`src/rtl/bftr_pkg.sv`:
```
// Shared types, constants and glyph ROM for the bitmap font text renderer.
package bftr_pkg;

  localparam int MaxSurfaceDim = 4096;
  localparam int GlyphCount    = 26;
  localparam int GlyphWidth    = 3;
  localparam int GlyphHeight   = 5;
  localparam int FirstCode     = 65;
  localparam int CellCount     = GlyphWidth * GlyphHeight;
  localparam int QueueDepth    = 2;

  localparam logic [13:0] ColumnMax = 14'h3FFF;

  typedef logic [12:0]          dim_t;
  typedef logic [CellCount-1:0] cell_mask_t;

  // One character after classification: which cells produce a pixel write,
  // where the glyph sits and what color it draws.
  typedef struct packed {
    cell_mask_t  mask;
    logic [11:0] base_x;
    logic [11:0] base_y;
    logic [31:0] ink;
  } bftr_desc_t;

  typedef struct packed {
    logic [2:0] row;
    logic [1:0] col;
  } cell_pos_t;

  // Each row is three cells; bit 2 is the leftmost.
  localparam logic [2:0] GLYPH_ROM [GlyphCount][GlyphHeight] = '{
    '{3'd2, 3'd5, 3'd7, 3'd5, 3'd5}, '{3'd6, 3'd5, 3'd6, 3'd5, 3'd6},
    '{3'd2, 3'd5, 3'd4, 3'd5, 3'd2}, '{3'd6, 3'd5, 3'd5, 3'd5, 3'd6},
    '{3'd7, 3'd4, 3'd6, 3'd4, 3'd7}, '{3'd7, 3'd4, 3'd6, 3'd4, 3'd4},
    '{3'd3, 3'd4, 3'd5, 3'd5, 3'd3}, '{3'd5, 3'd5, 3'd7, 3'd5, 3'd5},
    '{3'd2, 3'd2, 3'd2, 3'd2, 3'd2}, '{3'd1, 3'd1, 3'd1, 3'd5, 3'd2},
    '{3'd5, 3'd5, 3'd6, 3'd5, 3'd5}, '{3'd4, 3'd4, 3'd4, 3'd4, 3'd7},
    '{3'd5, 3'd7, 3'd5, 3'd5, 3'd5}, '{3'd5, 3'd5, 3'd7, 3'd7, 3'd5},
    '{3'd2, 3'd5, 3'd5, 3'd5, 3'd2}, '{3'd6, 3'd5, 3'd6, 3'd4, 3'd4},
    '{3'd2, 3'd5, 3'd5, 3'd7, 3'd3}, '{3'd6, 3'd5, 3'd6, 3'd5, 3'd5},
    '{3'd3, 3'd4, 3'd2, 3'd1, 3'd6}, '{3'd7, 3'd2, 3'd2, 3'd2, 3'd2},
    '{3'd5, 3'd5, 3'd5, 3'd5, 3'd2}, '{3'd5, 3'd5, 3'd5, 3'd2, 3'd2},
    '{3'd5, 3'd5, 3'd5, 3'd7, 3'd5}, '{3'd5, 3'd5, 3'd2, 3'd5, 3'd5},
    '{3'd5, 3'd5, 3'd2, 3'd2, 3'd2}, '{3'd7, 3'd1, 3'd2, 3'd4, 3'd7}
  };

  function automatic logic [2:0] glyph_row(logic [4:0] glyph, logic [2:0] row);
    logic [2:0] bits;
    bits = '0;
    if (int'(glyph) < GlyphCount && int'(row) < GlyphHeight) begin
      bits = GLYPH_ROM[glyph][row];
    end
    return bits;
  endfunction

  // Lowest set cell of the mask, scanning row by row, left to right.
  function automatic cell_pos_t first_cell(cell_mask_t mask);
    cell_pos_t pos;
    logic      found;
    pos   = '0;
    found = 1'b0;
    for (int r = 0; r < GlyphHeight; r++) begin
      for (int c = 0; c < GlyphWidth; c++) begin
        if (!found && mask[r*GlyphWidth + c]) begin
          found   = 1'b1;
          pos.row = 3'(r);
          pos.col = 2'(c);
        end
      end
    end
    return pos;
  endfunction

endpackage

```
`src/rtl/bftr_front.sv`:
```
// Front end: accepts characters, tracks the text column, builds the cell mask.
module bftr_front (
  input  logic               clk,
  input  logic               rst_n,
  input  bftr_pkg::dim_t     surface_width,
  input  bftr_pkg::dim_t     surface_height,
  input  logic               in_push,
  output logic               in_full,
  input  logic               in_start_of_text,
  input  logic signed [15:0] in_origin_x,
  input  logic signed [15:0] in_origin_y,
  input  logic [7:0]         in_char_code,
  input  logic [31:0]        in_ink_color,
  output logic               q_push,
  output bftr_pkg::bftr_desc_t q_desc,
  input  logic               q_full
);
  import bftr_pkg::*;

  logic [13:0]        text_column_r;
  logic [13:0]        text_column_nxt;
  logic [13:0]        column;
  logic               accept;
  logic               is_letter;
  logic [7:0]         code_off;
  logic signed [17:0] base_x;
  logic [GlyphWidth-1:0]  col_ok;
  logic [GlyphHeight-1:0] row_ok;
  cell_mask_t         mask;

  assign in_full = q_full;
  assign accept  = in_push && !q_full;

  always_comb begin
    logic signed [17:0] px;
    logic signed [16:0] py;
    logic [2:0]         rbits;
    column   = in_start_of_text ? '0 : text_column_r;
    code_off = in_char_code - 8'(FirstCode);
    is_letter = (in_char_code >= 8'(FirstCode)) && (code_off < 8'(GlyphCount));
    base_x   = $signed({{2{in_origin_x[15]}}, in_origin_x}) +
               $signed({2'b00, column, 2'b00});
    for (int c = 0; c < GlyphWidth; c++) begin
      px        = base_x + 18'(c);
      col_ok[c] = !px[17] && (px[16:0] < {4'b0, surface_width});
    end
    for (int r = 0; r < GlyphHeight; r++) begin
      py        = $signed({in_origin_y[15], in_origin_y}) + 17'(r);
      row_ok[r] = !py[16] && (py[15:0] < {3'b0, surface_height});
    end
    for (int r = 0; r < GlyphHeight; r++) begin
      rbits = glyph_row(code_off[4:0], 3'(r));
      for (int c = 0; c < GlyphWidth; c++) begin
        mask[r*GlyphWidth + c] = is_letter && row_ok[r] && col_ok[c] &&
                                 rbits[GlyphWidth-1-c];
      end
    end
    text_column_nxt = (column == ColumnMax) ? column : column + 14'd1;
  end

  // Drop characters that draw nothing; only visible work enters the queue.
  assign q_push        = accept && (|mask);
  assign q_desc.mask   = mask;
  assign q_desc.base_x = base_x[11:0];
  assign q_desc.base_y = in_origin_y[11:0];
  assign q_desc.ink    = in_ink_color;

  always_ff @(posedge clk) begin
    if (!rst_n) begin
      text_column_r <= '0;
    end else if (accept) begin
      text_column_r <= text_column_nxt;
    end
  end

endmodule

```
`src/rtl/bftr_queue.sv`:
```
// Two-entry queue of classified characters between front and back end.
module bftr_queue (
  input  logic                 clk,
  input  logic                 rst_n,
  input  logic                 push,
  input  bftr_pkg::bftr_desc_t push_desc,
  output logic                 full,
  input  logic                 pop,
  output bftr_pkg::bftr_desc_t head_desc,
  output logic                 head_valid
);
  import bftr_pkg::*;

  localparam int PtrW = $clog2(QueueDepth);

  bftr_desc_t        entry_r [QueueDepth];
  logic [PtrW-1:0]   wr_ptr_r;
  logic [PtrW-1:0]   rd_ptr_r;
  logic [PtrW:0]     count_r;
  logic              do_push;
  logic              do_pop;

  assign full       = (count_r == (PtrW+1)'(QueueDepth));
  assign head_valid = (count_r != '0);
  assign head_desc  = entry_r[rd_ptr_r];
  assign do_push    = push && !full;
  assign do_pop     = pop && head_valid;

  always_ff @(posedge clk) begin
    if (!rst_n) begin
      wr_ptr_r <= '0;
      rd_ptr_r <= '0;
      count_r  <= '0;
    end else begin
      if (do_push) begin
        wr_ptr_r <= (wr_ptr_r == PtrW'(QueueDepth - 1)) ? '0 : wr_ptr_r + 1'b1;
      end
      if (do_pop) begin
        rd_ptr_r <= (rd_ptr_r == PtrW'(QueueDepth - 1)) ? '0 : rd_ptr_r + 1'b1;
      end
      if (do_push && !do_pop) begin
        count_r <= count_r + 1'b1;
      end else if (do_pop && !do_push) begin
        count_r <= count_r - 1'b1;
      end
    end
  end

  always_ff @(posedge clk) begin
    if (do_push) begin
      entry_r[wr_ptr_r] <= push_desc;
    end
  end

endmodule

```
`src/rtl/bftr_back.sv`:
```
// Back end: walks the mask one pixel per cycle unless stalled; forms writes.
module bftr_back (
  input  logic                 clk,
  input  logic                 rst_n,
  input  bftr_pkg::dim_t       surface_width,
  input  logic                 q_valid,
  input  bftr_pkg::bftr_desc_t q_desc,
  output logic                 q_pop,
  output logic                 out_empty,
  input  logic                 out_pop,
  output logic [23:0]          out_pixel_address,
  output logic [11:0]          out_pixel_x,
  output logic [11:0]          out_pixel_y,
  output logic [31:0]          out_pixel_value,
  output logic                 out_last_pixel
);
  import bftr_pkg::*;

  // current character
  logic        cur_v_r;
  bftr_desc_t  cur_r;
  cell_mask_t  mask_rest;
  cell_pos_t   pos;
  logic        advance;
  logic        emit;
  logic        cur_done;
  logic        load;

  // select stage
  logic        s1_v_r;
  logic [11:0] s1_x_r;
  logic [11:0] s1_y_r;
  logic [31:0] s1_ink_r;
  logic        s1_last_r;

  // multiply stage
  logic        s2_v_r;
  logic [23:0] s2_prod_r;
  logic [11:0] s2_x_r;
  logic [11:0] s2_y_r;
  logic [31:0] s2_ink_r;
  logic        s2_last_r;
  logic [24:0] prod;

  // output register
  logic        out_v_r;
  logic [23:0] out_addr_r;
  logic [11:0] out_x_r;
  logic [11:0] out_y_r;
  logic [31:0] out_ink_r;
  logic        out_last_r;

  // The whole pipeline moves when the output register is free or being taken.
  assign advance   = !out_v_r || out_pop;
  assign pos       = first_cell(cur_r.mask);
  assign mask_rest = cur_r.mask & (cur_r.mask - 1'b1);
  assign emit      = cur_v_r && advance;
  assign cur_done  = emit && (mask_rest == '0);
  assign load      = (!cur_v_r || cur_done) && q_valid;
  assign q_pop     = load;
  assign prod      = {13'b0, s1_y_r} * {12'b0, surface_width};

  always_ff @(posedge clk) begin
    if (!rst_n) begin
      cur_v_r <= 1'b0;
      s1_v_r  <= 1'b0;
      s2_v_r  <= 1'b0;
      out_v_r <= 1'b0;
    end else begin
      if (load) begin
        cur_v_r <= 1'b1;
      end else if (cur_done) begin
        cur_v_r <= 1'b0;
      end
      if (advance) begin
        s1_v_r  <= emit;
        s2_v_r  <= s1_v_r;
        out_v_r <= s2_v_r;
      end
    end
  end

  always_ff @(posedge clk) begin
    if (load) begin
      cur_r <= q_desc;
    end else if (emit) begin
      cur_r.mask <= mask_rest;
    end
    if (advance) begin
      s1_x_r     <= cur_r.base_x + 12'(pos.col);
      s1_y_r     <= cur_r.base_y + 12'(pos.row);
      s1_ink_r   <= cur_r.ink;
      s1_last_r  <= (mask_rest == '0);
      s2_prod_r  <= prod[23:0];
      s2_x_r     <= s1_x_r;
      s2_y_r     <= s1_y_r;
      s2_ink_r   <= s1_ink_r;
      s2_last_r  <= s1_last_r;
      out_addr_r <= s2_prod_r + {12'b0, s2_x_r};
      out_x_r    <= s2_x_r;
      out_y_r    <= s2_y_r;
      out_ink_r  <= s2_ink_r;
      out_last_r <= s2_last_r;
    end
  end

  assign out_empty         = !out_v_r;
  assign out_pixel_address = out_addr_r;
  assign out_pixel_x       = out_x_r;
  assign out_pixel_y       = out_y_r;
  assign out_pixel_value   = out_ink_r;
  assign out_last_pixel    = out_last_r;

endmodule

```
`src/rtl/bitmap_font_text_renderer_unit.sv`:
```
// Top level of the bitmap font text renderer: configuration registers and wiring.
//
//   channel   direction  handshake         payload
//   in_*      input      in_push/in_full   start_of_text, origin x/y, char code, ink
//   out_*     output     out_pop/out_empty pixel address, x, y, value, last flag
//   APB       config     psel/penable      surface width (0x0), surface height (0x4)
//
// The front end takes one character per cycle while in_full is low; characters
// that draw nothing never enter the queue. The back end emits one pixel write
// per cycle unless stalled, one per visible lit cell (0 to 12) of a character,
// and each pixel passes the select, multiply and output registers in order.
// Reset sets the surface to 640 by 480 and the text column to zero.
// A low out_pop freezes the back end while a pixel is waiting; the two-entry queue
// lets the front keep taking characters until it fills, then in_full rises.
module bitmap_font_text_renderer_unit (
  input  logic               clk,
  input  logic               rst_n,
  // configuration port
  input  logic               psel,
  input  logic               penable,
  input  logic               pwrite,
  input  logic [2:0]         paddr,
  input  logic [31:0]        pwdata,
  output logic [31:0]        prdata,
  output logic               pready,
  // character items
  input  logic               in_push,
  output logic               in_full,
  input  logic               in_start_of_text,
  input  logic signed [15:0] in_origin_x,
  input  logic signed [15:0] in_origin_y,
  input  logic [7:0]         in_char_code,
  input  logic [31:0]        in_ink_color,
  // pixel write items
  output logic               out_empty,
  input  logic               out_pop,
  output logic [23:0]        out_pixel_address,
  output logic [11:0]        out_pixel_x,
  output logic [11:0]        out_pixel_y,
  output logic [31:0]        out_pixel_value,
  output logic               out_last_pixel
);
  import bftr_pkg::*;

  localparam logic RegWidth  = 1'b0;
  localparam logic RegHeight = 1'b1;

  dim_t       surface_width_r;
  dim_t       surface_height_r;
  dim_t       wr_value;
  logic       cfg_write;

  logic       q_push;
  logic       q_full;
  logic       q_pop;
  logic       q_valid;
  bftr_desc_t q_in_desc;
  bftr_desc_t q_head_desc;

  assign pready    = 1'b1;
  assign cfg_write = psel && penable && pwrite && pready;

  // Clamp oversized dimensions to the largest surface supported.
  assign wr_value = (pwdata[12:0] > 13'(MaxSurfaceDim)) ? 13'(MaxSurfaceDim)
                                                        : pwdata[12:0];

  always_ff @(posedge clk) begin
    if (!rst_n) begin
      surface_width_r  <= 13'd640;
      surface_height_r <= 13'd480;
    end else if (cfg_write) begin
      case (paddr[2])
        RegWidth:  surface_width_r  <= wr_value;
        RegHeight: surface_height_r <= wr_value;
        default:   surface_width_r  <= surface_width_r;
      endcase
    end
  end

  always_comb begin
    case (paddr[2])
      RegWidth:  prdata = {19'b0, surface_width_r};
      RegHeight: prdata = {19'b0, surface_height_r};
      default:   prdata = '0;
    endcase
  end

  // Classify characters and build their visible cell masks.
  bftr_front u_front (
    .clk              (clk),
    .rst_n            (rst_n),
    .surface_width    (surface_width_r),
    .surface_height   (surface_height_r),
    .in_push          (in_push),
    .in_full          (in_full),
    .in_start_of_text (in_start_of_text),
    .in_origin_x      (in_origin_x),
    .in_origin_y      (in_origin_y),
    .in_char_code     (in_char_code),
    .in_ink_color     (in_ink_color),
    .q_push           (q_push),
    .q_desc           (q_in_desc),
    .q_full           (q_full)
  );

  // Hold classified characters while the back end is busy.
  bftr_queue u_queue (
    .clk        (clk),
    .rst_n      (rst_n),
    .push       (q_push),
    .push_desc  (q_in_desc),
    .full       (q_full),
    .pop        (q_pop),
    .head_desc  (q_head_desc),
    .head_valid (q_valid)
  );

  // Scan cells and produce pixel writes.
  bftr_back u_back (
    .clk               (clk),
    .rst_n             (rst_n),
    .surface_width     (surface_width_r),
    .q_valid           (q_valid),
    .q_desc            (q_head_desc),
    .q_pop             (q_pop),
    .out_empty         (out_empty),
    .out_pop           (out_pop),
    .out_pixel_address (out_pixel_address),
    .out_pixel_x       (out_pixel_x),
    .out_pixel_y       (out_pixel_y),
    .out_pixel_value   (out_pixel_value),
    .out_last_pixel    (out_last_pixel)
  );

endmodule

```
`config.mk`:
```
export PLATFORM = sky130hd
export DESIGN_NAME = bitmap_font_text_renderer_unit
export DESIGN_NICKNAME = d
export VERILOG_FILES = /design/src/rtl/bftr_pkg.sv /design/src/rtl/bftr_front.sv /design/src/rtl/bftr_queue.sv /design/src/rtl/bftr_back.sv /design/src/rtl/bitmap_font_text_renderer_unit.sv
export SDC_FILE = /design/constraint.sdc
export NUM_CORES = 1
export LEC_CHECK = 0
export BUFFER_PORTS_ARGS = -buffer_cell sky130_fd_sc_hd__buf_2
export CORE_AREA = 2 2 242 244
export CTS_CLUSTER_SIZE = 30
export DETAILED_ROUTE_END_ITERATION = 10
export DIE_AREA = 0 0 244 246
export PLACE_DENSITY_LB_ADDON = 0.08
export SLEW_MARGIN = 20
export SYNTH_ARGS = -nofsm -noshare
export SYNTH_HDL_FRONTEND = slang
export SYNTH_SLANG_ARGS = --single-unit
```
`constraint.sdc`:
```
create_clock -name clk -period 10 [get_ports clk]
set_input_delay 1 -clock clk [delete_from_list [all_inputs] [get_ports clk]]
set_output_delay 1 -clock clk [all_outputs]
set_load 0.1 [all_outputs]
```
* Yosys cells after proc, flatten, opt, wreduce, memory -nomap -nowiden
Memories as Yosys holds them, arrays and structs flattened. A register that Yosys moved wholly into a read port is not among the register bits. Cells that the tools add are included. Widths: inputs -> output; s select.
Storage, ports and cells: register bits 338, bits in writable memories 142, bits in read-only memories 480, bits of input ports 115, output and inout port bits 116, word-level logic and storage cells 223, memories kept 2
Cells by class: add/sub/neg operators 17, $mul 1, order comparisons 13, equal/unequal tests 2, mux-type cells 51, bitwise logic cells 3, reduce and logical (&&, ||, !) cells 106
Memories:
- (name not given) | words 32, width 15, read ports 1, clocked after memory_dff 0, wr ports 0, line bftr_pkg.sv:52 | bits = GLYPH_ROM[glyph][row];
- u_queue.entry_r | words 2, width 71, read ports 1, clocked after memory_dff 1, wr ports 1, line bftr_queue.sv:16 | bftr_desc_t entry_r [QueueDepth];
Operator list (count):
- $lt 16x13->1 | 5
- $logic_and 1x1->1 | 69
- $pmux 32 s2 | 1
- $mux 15 | 4
- $lt 17x13->1 | 3
- $add 16x3->17 const B | 2
- $mux 14 | 2
- $logic_not 1->1 | 27
- $add 24x12->24 | 1
- $mul 12x13->24 | 1
- $mux 3 | 8
- $mux 4 | 6
- $mux 1 | 23
- $add 16x17->18 | 1
- $add 18x2->18 const B | 1
- $add 18x3->18 const B | 1
- $add 16x2->17 const B | 1
- $add 16x4->17 const B | 1
- $and 15x15->15 | 1
- $logic_not 15->1 | 1
- $mux 5 | 3
- $reduce_or 15->1 | 1
- $sub 15x1->15 const B | 1
- $add 14x1->14 const B | 1
- 20 further kinds | 28

* Longest topological paths before layout
word-level depth 44, gate-level depth with buffers 28, mapped depth without buffers 26

* Hierarchy
A second synthesis with hierarchy kept.
Second synthesis, totals: cell total of the unflattened synthesis 2580, area, all modules 29418.2 um^2
By module, submodules not included:
- bftr_back | instances 1, cells an instance 1225, area each 15925.3 um^2, sequential area each 8788.4 um^2
- bftr_front | instances 1, cells an instance 949, area each 6744.0 um^2, sequential area each 280.3 um^2
- bftr_queue | instances 1, cells an instance 246, area each 5357.6 um^2, sequential area each 4364.2 um^2
- bitmap_font_text_renderer_unit | instances 1, cells an instance 160, area each 1391.3 um^2, sequential area each 520.5 um^2

* Worst setup path after synthesis
No wires, ideal clock.
kind input-to-reg, start in in_start_of_text, end mem u_queue.entry_r[1][0] (netlist bit), enable pin, setup time 0.509 ns, arrival 8.285 ns, required time 9.491 ns, setup slack 1.206 ns, stages on the path 23, buffers on the path 3, cell sequence clkbuf_1 clkbuf_1 nor2_1 ha_1 ha_1 a21oi_1 o221ai_1 xnor2_1 and3_1 buf_4 nand2_1 nor2_1 nand3_1 xnor2_1 ha_1 and4_1 o21ai_0 a21oi_1 a2111o_1 nor3_1 o211a_1 nor2_1 nor2b_1
RTL lines:
- start, declared | line bitmap_font_text_renderer_unit.sv:29 | input logic in_start_of_text,
- end, declared | line bftr_queue.sv:16

==> impl_metrics.env <==
export IMPL_boundaryPins=231
export IMPL_io_buffers=189
export IMPL_worstHoldStart="u_back.s1_x_r[3]$_DFFE_PP_"
export IMPL_die_y_um=246
export IMPL_cts_num_sinks=481
export IMPL_crit_type="input pin to register"
export IMPL_slew_viol_final=0
export IMPL_rsz0062_at_grt="no"
export IMPL_ir_drop_v=0.000336
export IMPL_initial_core_util_pct=49.5
export IMPL_holdPathEnd="u_back.s2_x_r[3]$_DFFE_PP_"
export IMPL_grtUsageTotal_pct=21.0
export IMPL_numCtsBuffers=51
export IMPL_area_growth_pct=11.1
export IMPL_yosysSeqAreaShare_pct=49.1
export IMPL_grt_pass1_vias=18200
export IMPL_nets=3038
export IMPL_finalHoldViolations=0
export IMPL_critical_path_reg2reg_endpoint="u_queue.entry_r[0][10]$_DFFE_PP_"
export IMPL_placed_cells=3317
export IMPL_cp_max_fo=41
export IMPL_syn_area_per_cell_sq_um=11.6
export IMPL_max_slew_margin_pct=29.0
export IMPL_worstReg2RegStart="u_front.text_column_r[1]$_SDFFE_PN0P_"
export IMPL_drive_above_1_share_pct=13.7
export IMPL_postCtsSetupRepairBufs=0
export IMPL_worstMarginPinSlew_ns=1.06
export IMPL_critPathRequiredTime_ns=10.24
export IMPL_synth_top_flop_cell="edfxtp_1"
export IMPL_fin_skew_ns=0.0663
export IMPL_fmax_mhz=136
export IMPL_post_cts_resized=0
export IMPL_arrival_ns=7.59
export IMPL_final_common_cell="edfxtp_1"
export IMPL_vias=18500
export IMPL_cts_hold_buf=0
export IMPL_period_share_pct=73.4
export IMPL_row_count=88
export IMPL_multi_input_area_sq_mm=0.0132
export IMPL_syn_inst=2456
export IMPL_synth_top_area_share_pct=45.7
export IMPL_hold_depth=0
export IMPL_clk_latency_ns=0.62
export IMPL_netlist_area_sq_mm=0.0284
export IMPL_final_cell_mix="edfxtp_1, nand2_1, ha_1"
export IMPL_first_pass_iters=5
export IMPL_yosys_cell_types_count=90
export IMPL_setup_viol_count_final=0
export IMPL_ys_ff_latch=481
export IMPL_min_period_ns=7.34
export IMPL_seqCellArea_sq_mm=0.0140
export IMPL_detail_route_wl_per_cell_um=18.5
export IMPL_met2_length_mm=29.9
export IMPL_fin_ws_ns=2.66
export IMPL_die_area_sq_mm=0.0600
export IMPL_min_path_type="register to register"
export IMPL_async_flop_share_pct=0
export IMPL_yosysWarnings=0
export IMPL_start_kind="input pin"
export IMPL_endpoint_kind="register"
export IMPL_highest_layer="met4"
export IMPL_synth_top_cell_by_area="edfxtp_1"
export IMPL_htreeDepth=2
export IMPL_clk_path_buf_depth=3
export IMPL_ant_nets=0
export IMPL_met1Wirelength_mm=28.2
export IMPL_finalNonFillerCells=3414
export IMPL_place_hpwl_mm=46.1
export IMPL_die_w_um=244
export IMPL_drcViolationCount=0
export IMPL_fin_tns_setup_ns=0
export IMPL_power_density_mw_per_mm2=250
export IMPL_rrSetupSlack_ns=2.99
export IMPL_core_area_sq_mm=0.0574
export IMPL_cts_clk_slew_worst_paths_ns=0.06
export IMPL_reg2reg_depth=21
export IMPL_viasPerCell=5.42
export IMPL_routed_wl_met3_mm=2.92
export IMPL_place_ws_ns=2.08
export IMPL_synthTopCellsByArea="edfxtp_1, ha_1, fa_1"
export IMPL_wl_mm=63.2
export IMPL_grt_max_degree=151
export IMPL_cts_root_buf="clkbuf_16"
export IMPL_cap_viol_max_count=0
export IMPL_synth_edf_count=432
export IMPL_gp_congestion=0.878
export IMPL_n_fill_cell=4899
export IMPL_grt_pass1_wl_mm=99.2
export IMPL_cts_tree="built"
export IMPL_drt_iter0_drc=940
export IMPL_status="finished, final reports clean"
export IMPL_leakage_uw=0.0128
export IMPL_antenna_found_initial=4
export IMPL_grt_overflow_total=0
[critical path, stage by stage]
cell and delay [ns]:
buf_2 0.35, nor2_1 0.11, ha_1 0.27, ha_1 0.25, a21oi_1 0.28, o221ai_1 0.20, xnor2_1 0.65, and3_1 0.38
nand2_1 0.17, nor2_1 0.48, nand3_1 0.16, xnor2_1 0.17, ha_1 0.29, and4_1 0.25, o21ai_0 0.08, a21oi_1 0.08
a2111o_1 0.40, nor3_1 0.30, o211a_1 0.27, o21bai_1 0.10, inv_2 0.73, buf_4 0.53
[cell usage after synthesis, drive strengths merged (11+ instances only)]
cell type  count
a211oi        18
ha           206
nor2b         30
o21a          18
nand2        244
xnor2        108
inv          208
clkbuf        89
mux2          59
buf           32
o311ai        11
a21boi        11
nand4         19
fa           112
edfxtp       432
nor3          39
and2          68
nor2         130
or3           14
mux2i         21
a2111oi       11
o21ai         90
o211ai        19
nand2b        17
nor4          11
a21o          36
and3          25
nand3         65
dfxtp         49
xor2          43
a21oi        101
[through the flow]
step           cell area, sq um  hold WS [ns]  power, uW  utilization [%]
6_report                  31600         0.365       7880             55.0
5_1_grt                   31600         0.365       8340             55.0
4_1_cts                   31600         0.359       7960             55.0
3_5_place_dp              29900         0.405       6130             52.2
3_3_place_gp              29900         0.401       6080             52.2
2_1_floorplan             28500         0.400       5510                -
[area by class of cell]
cell class                 instances  area share (%)
inverter                         208            2.50
tap                              765            3.03
clock buffer                      61            4.16
antenna                            4          0.0317
timing repair buffer             199            3.23
multi-input combinational       1664            41.8
sequential                       481            44.2
clock inverter                    32           0.991
[worst max path at each step]
stage	from	endpoint	slack, ns
floorplan	in_start_of_text	u_queue.entry_r[1][0]$_DFFE_PP_	1.21
global placement	in_start_of_text	u_queue.entry_r[0][1]$_DFFE_PP_	2.18
detailed placement	in_start_of_text	u_queue.entry_r[0][0]$_DFFE_PP_	2.08
CTS	in_start_of_text	u_queue.entry_r[0][10]$_DFFE_PP_	2.70
global route	in_start_of_text	u_queue.entry_r[0][10]$_DFFE_PP_	2.17
finish	in_start_of_text	u_queue.entry_r[0][10]$_DFFE_PP_	2.66
[where the power goes]
group          switching, uW  internal, uW
logic                   2010           816
registers                355          2900
clock network            774          1030
[registers in the layout (all words and copies together), names as in the netlist, 2 cells and up, named ones only]
register	flops
u_back.s2_x_r	12
u_back.out_pixel_x	12
surface_height_r	13
u_back.s1_x_r	12
u_back.cur_r	71
u_back.s1_y_r	12
u_back.out_pixel_value	32
u_back.out_pixel_address	24
u_queue.entry_r	142
surface_width_r	13
u_back.s2_ink_r	32
u_back.out_pixel_y	12
u_front.text_column_r	14
u_back.s2_y_r	12
u_back.s1_ink_r	32
u_queue.count_r	2
u_back.s2_prod_r	24
[kinds of logic (layout without fill, tap and decap cells)]
family / Yosys count / count (layout) / synth area share, %
AO/OA/AOI/OAI: 388 / 388 / 9.22
flip-flops: 481 / 481 / 49.1
multiplexers: 80 / 80 / 3.08
other: 2 / 24 / 0.0264
XOR/XNOR: 151 / 151 / 4.74
adder cells (fa/ha/maj): 321 / 321 / 17.1
buffers and inverters: 329 / 500 / 4.67
AND/OR/NAND/NOR: 704 / 704 / 12.1
[routing by layer]
layer | global-route usage, % | vias up
met5 | 0 | -
met4 | 7.86 | 0
met3 | 2.70 | 98
met2 | 34.6 | 441
met1 | 28.5 | 8988
li1 | - | 8973
Note: power is estimated with default switching activity, not from simulation.
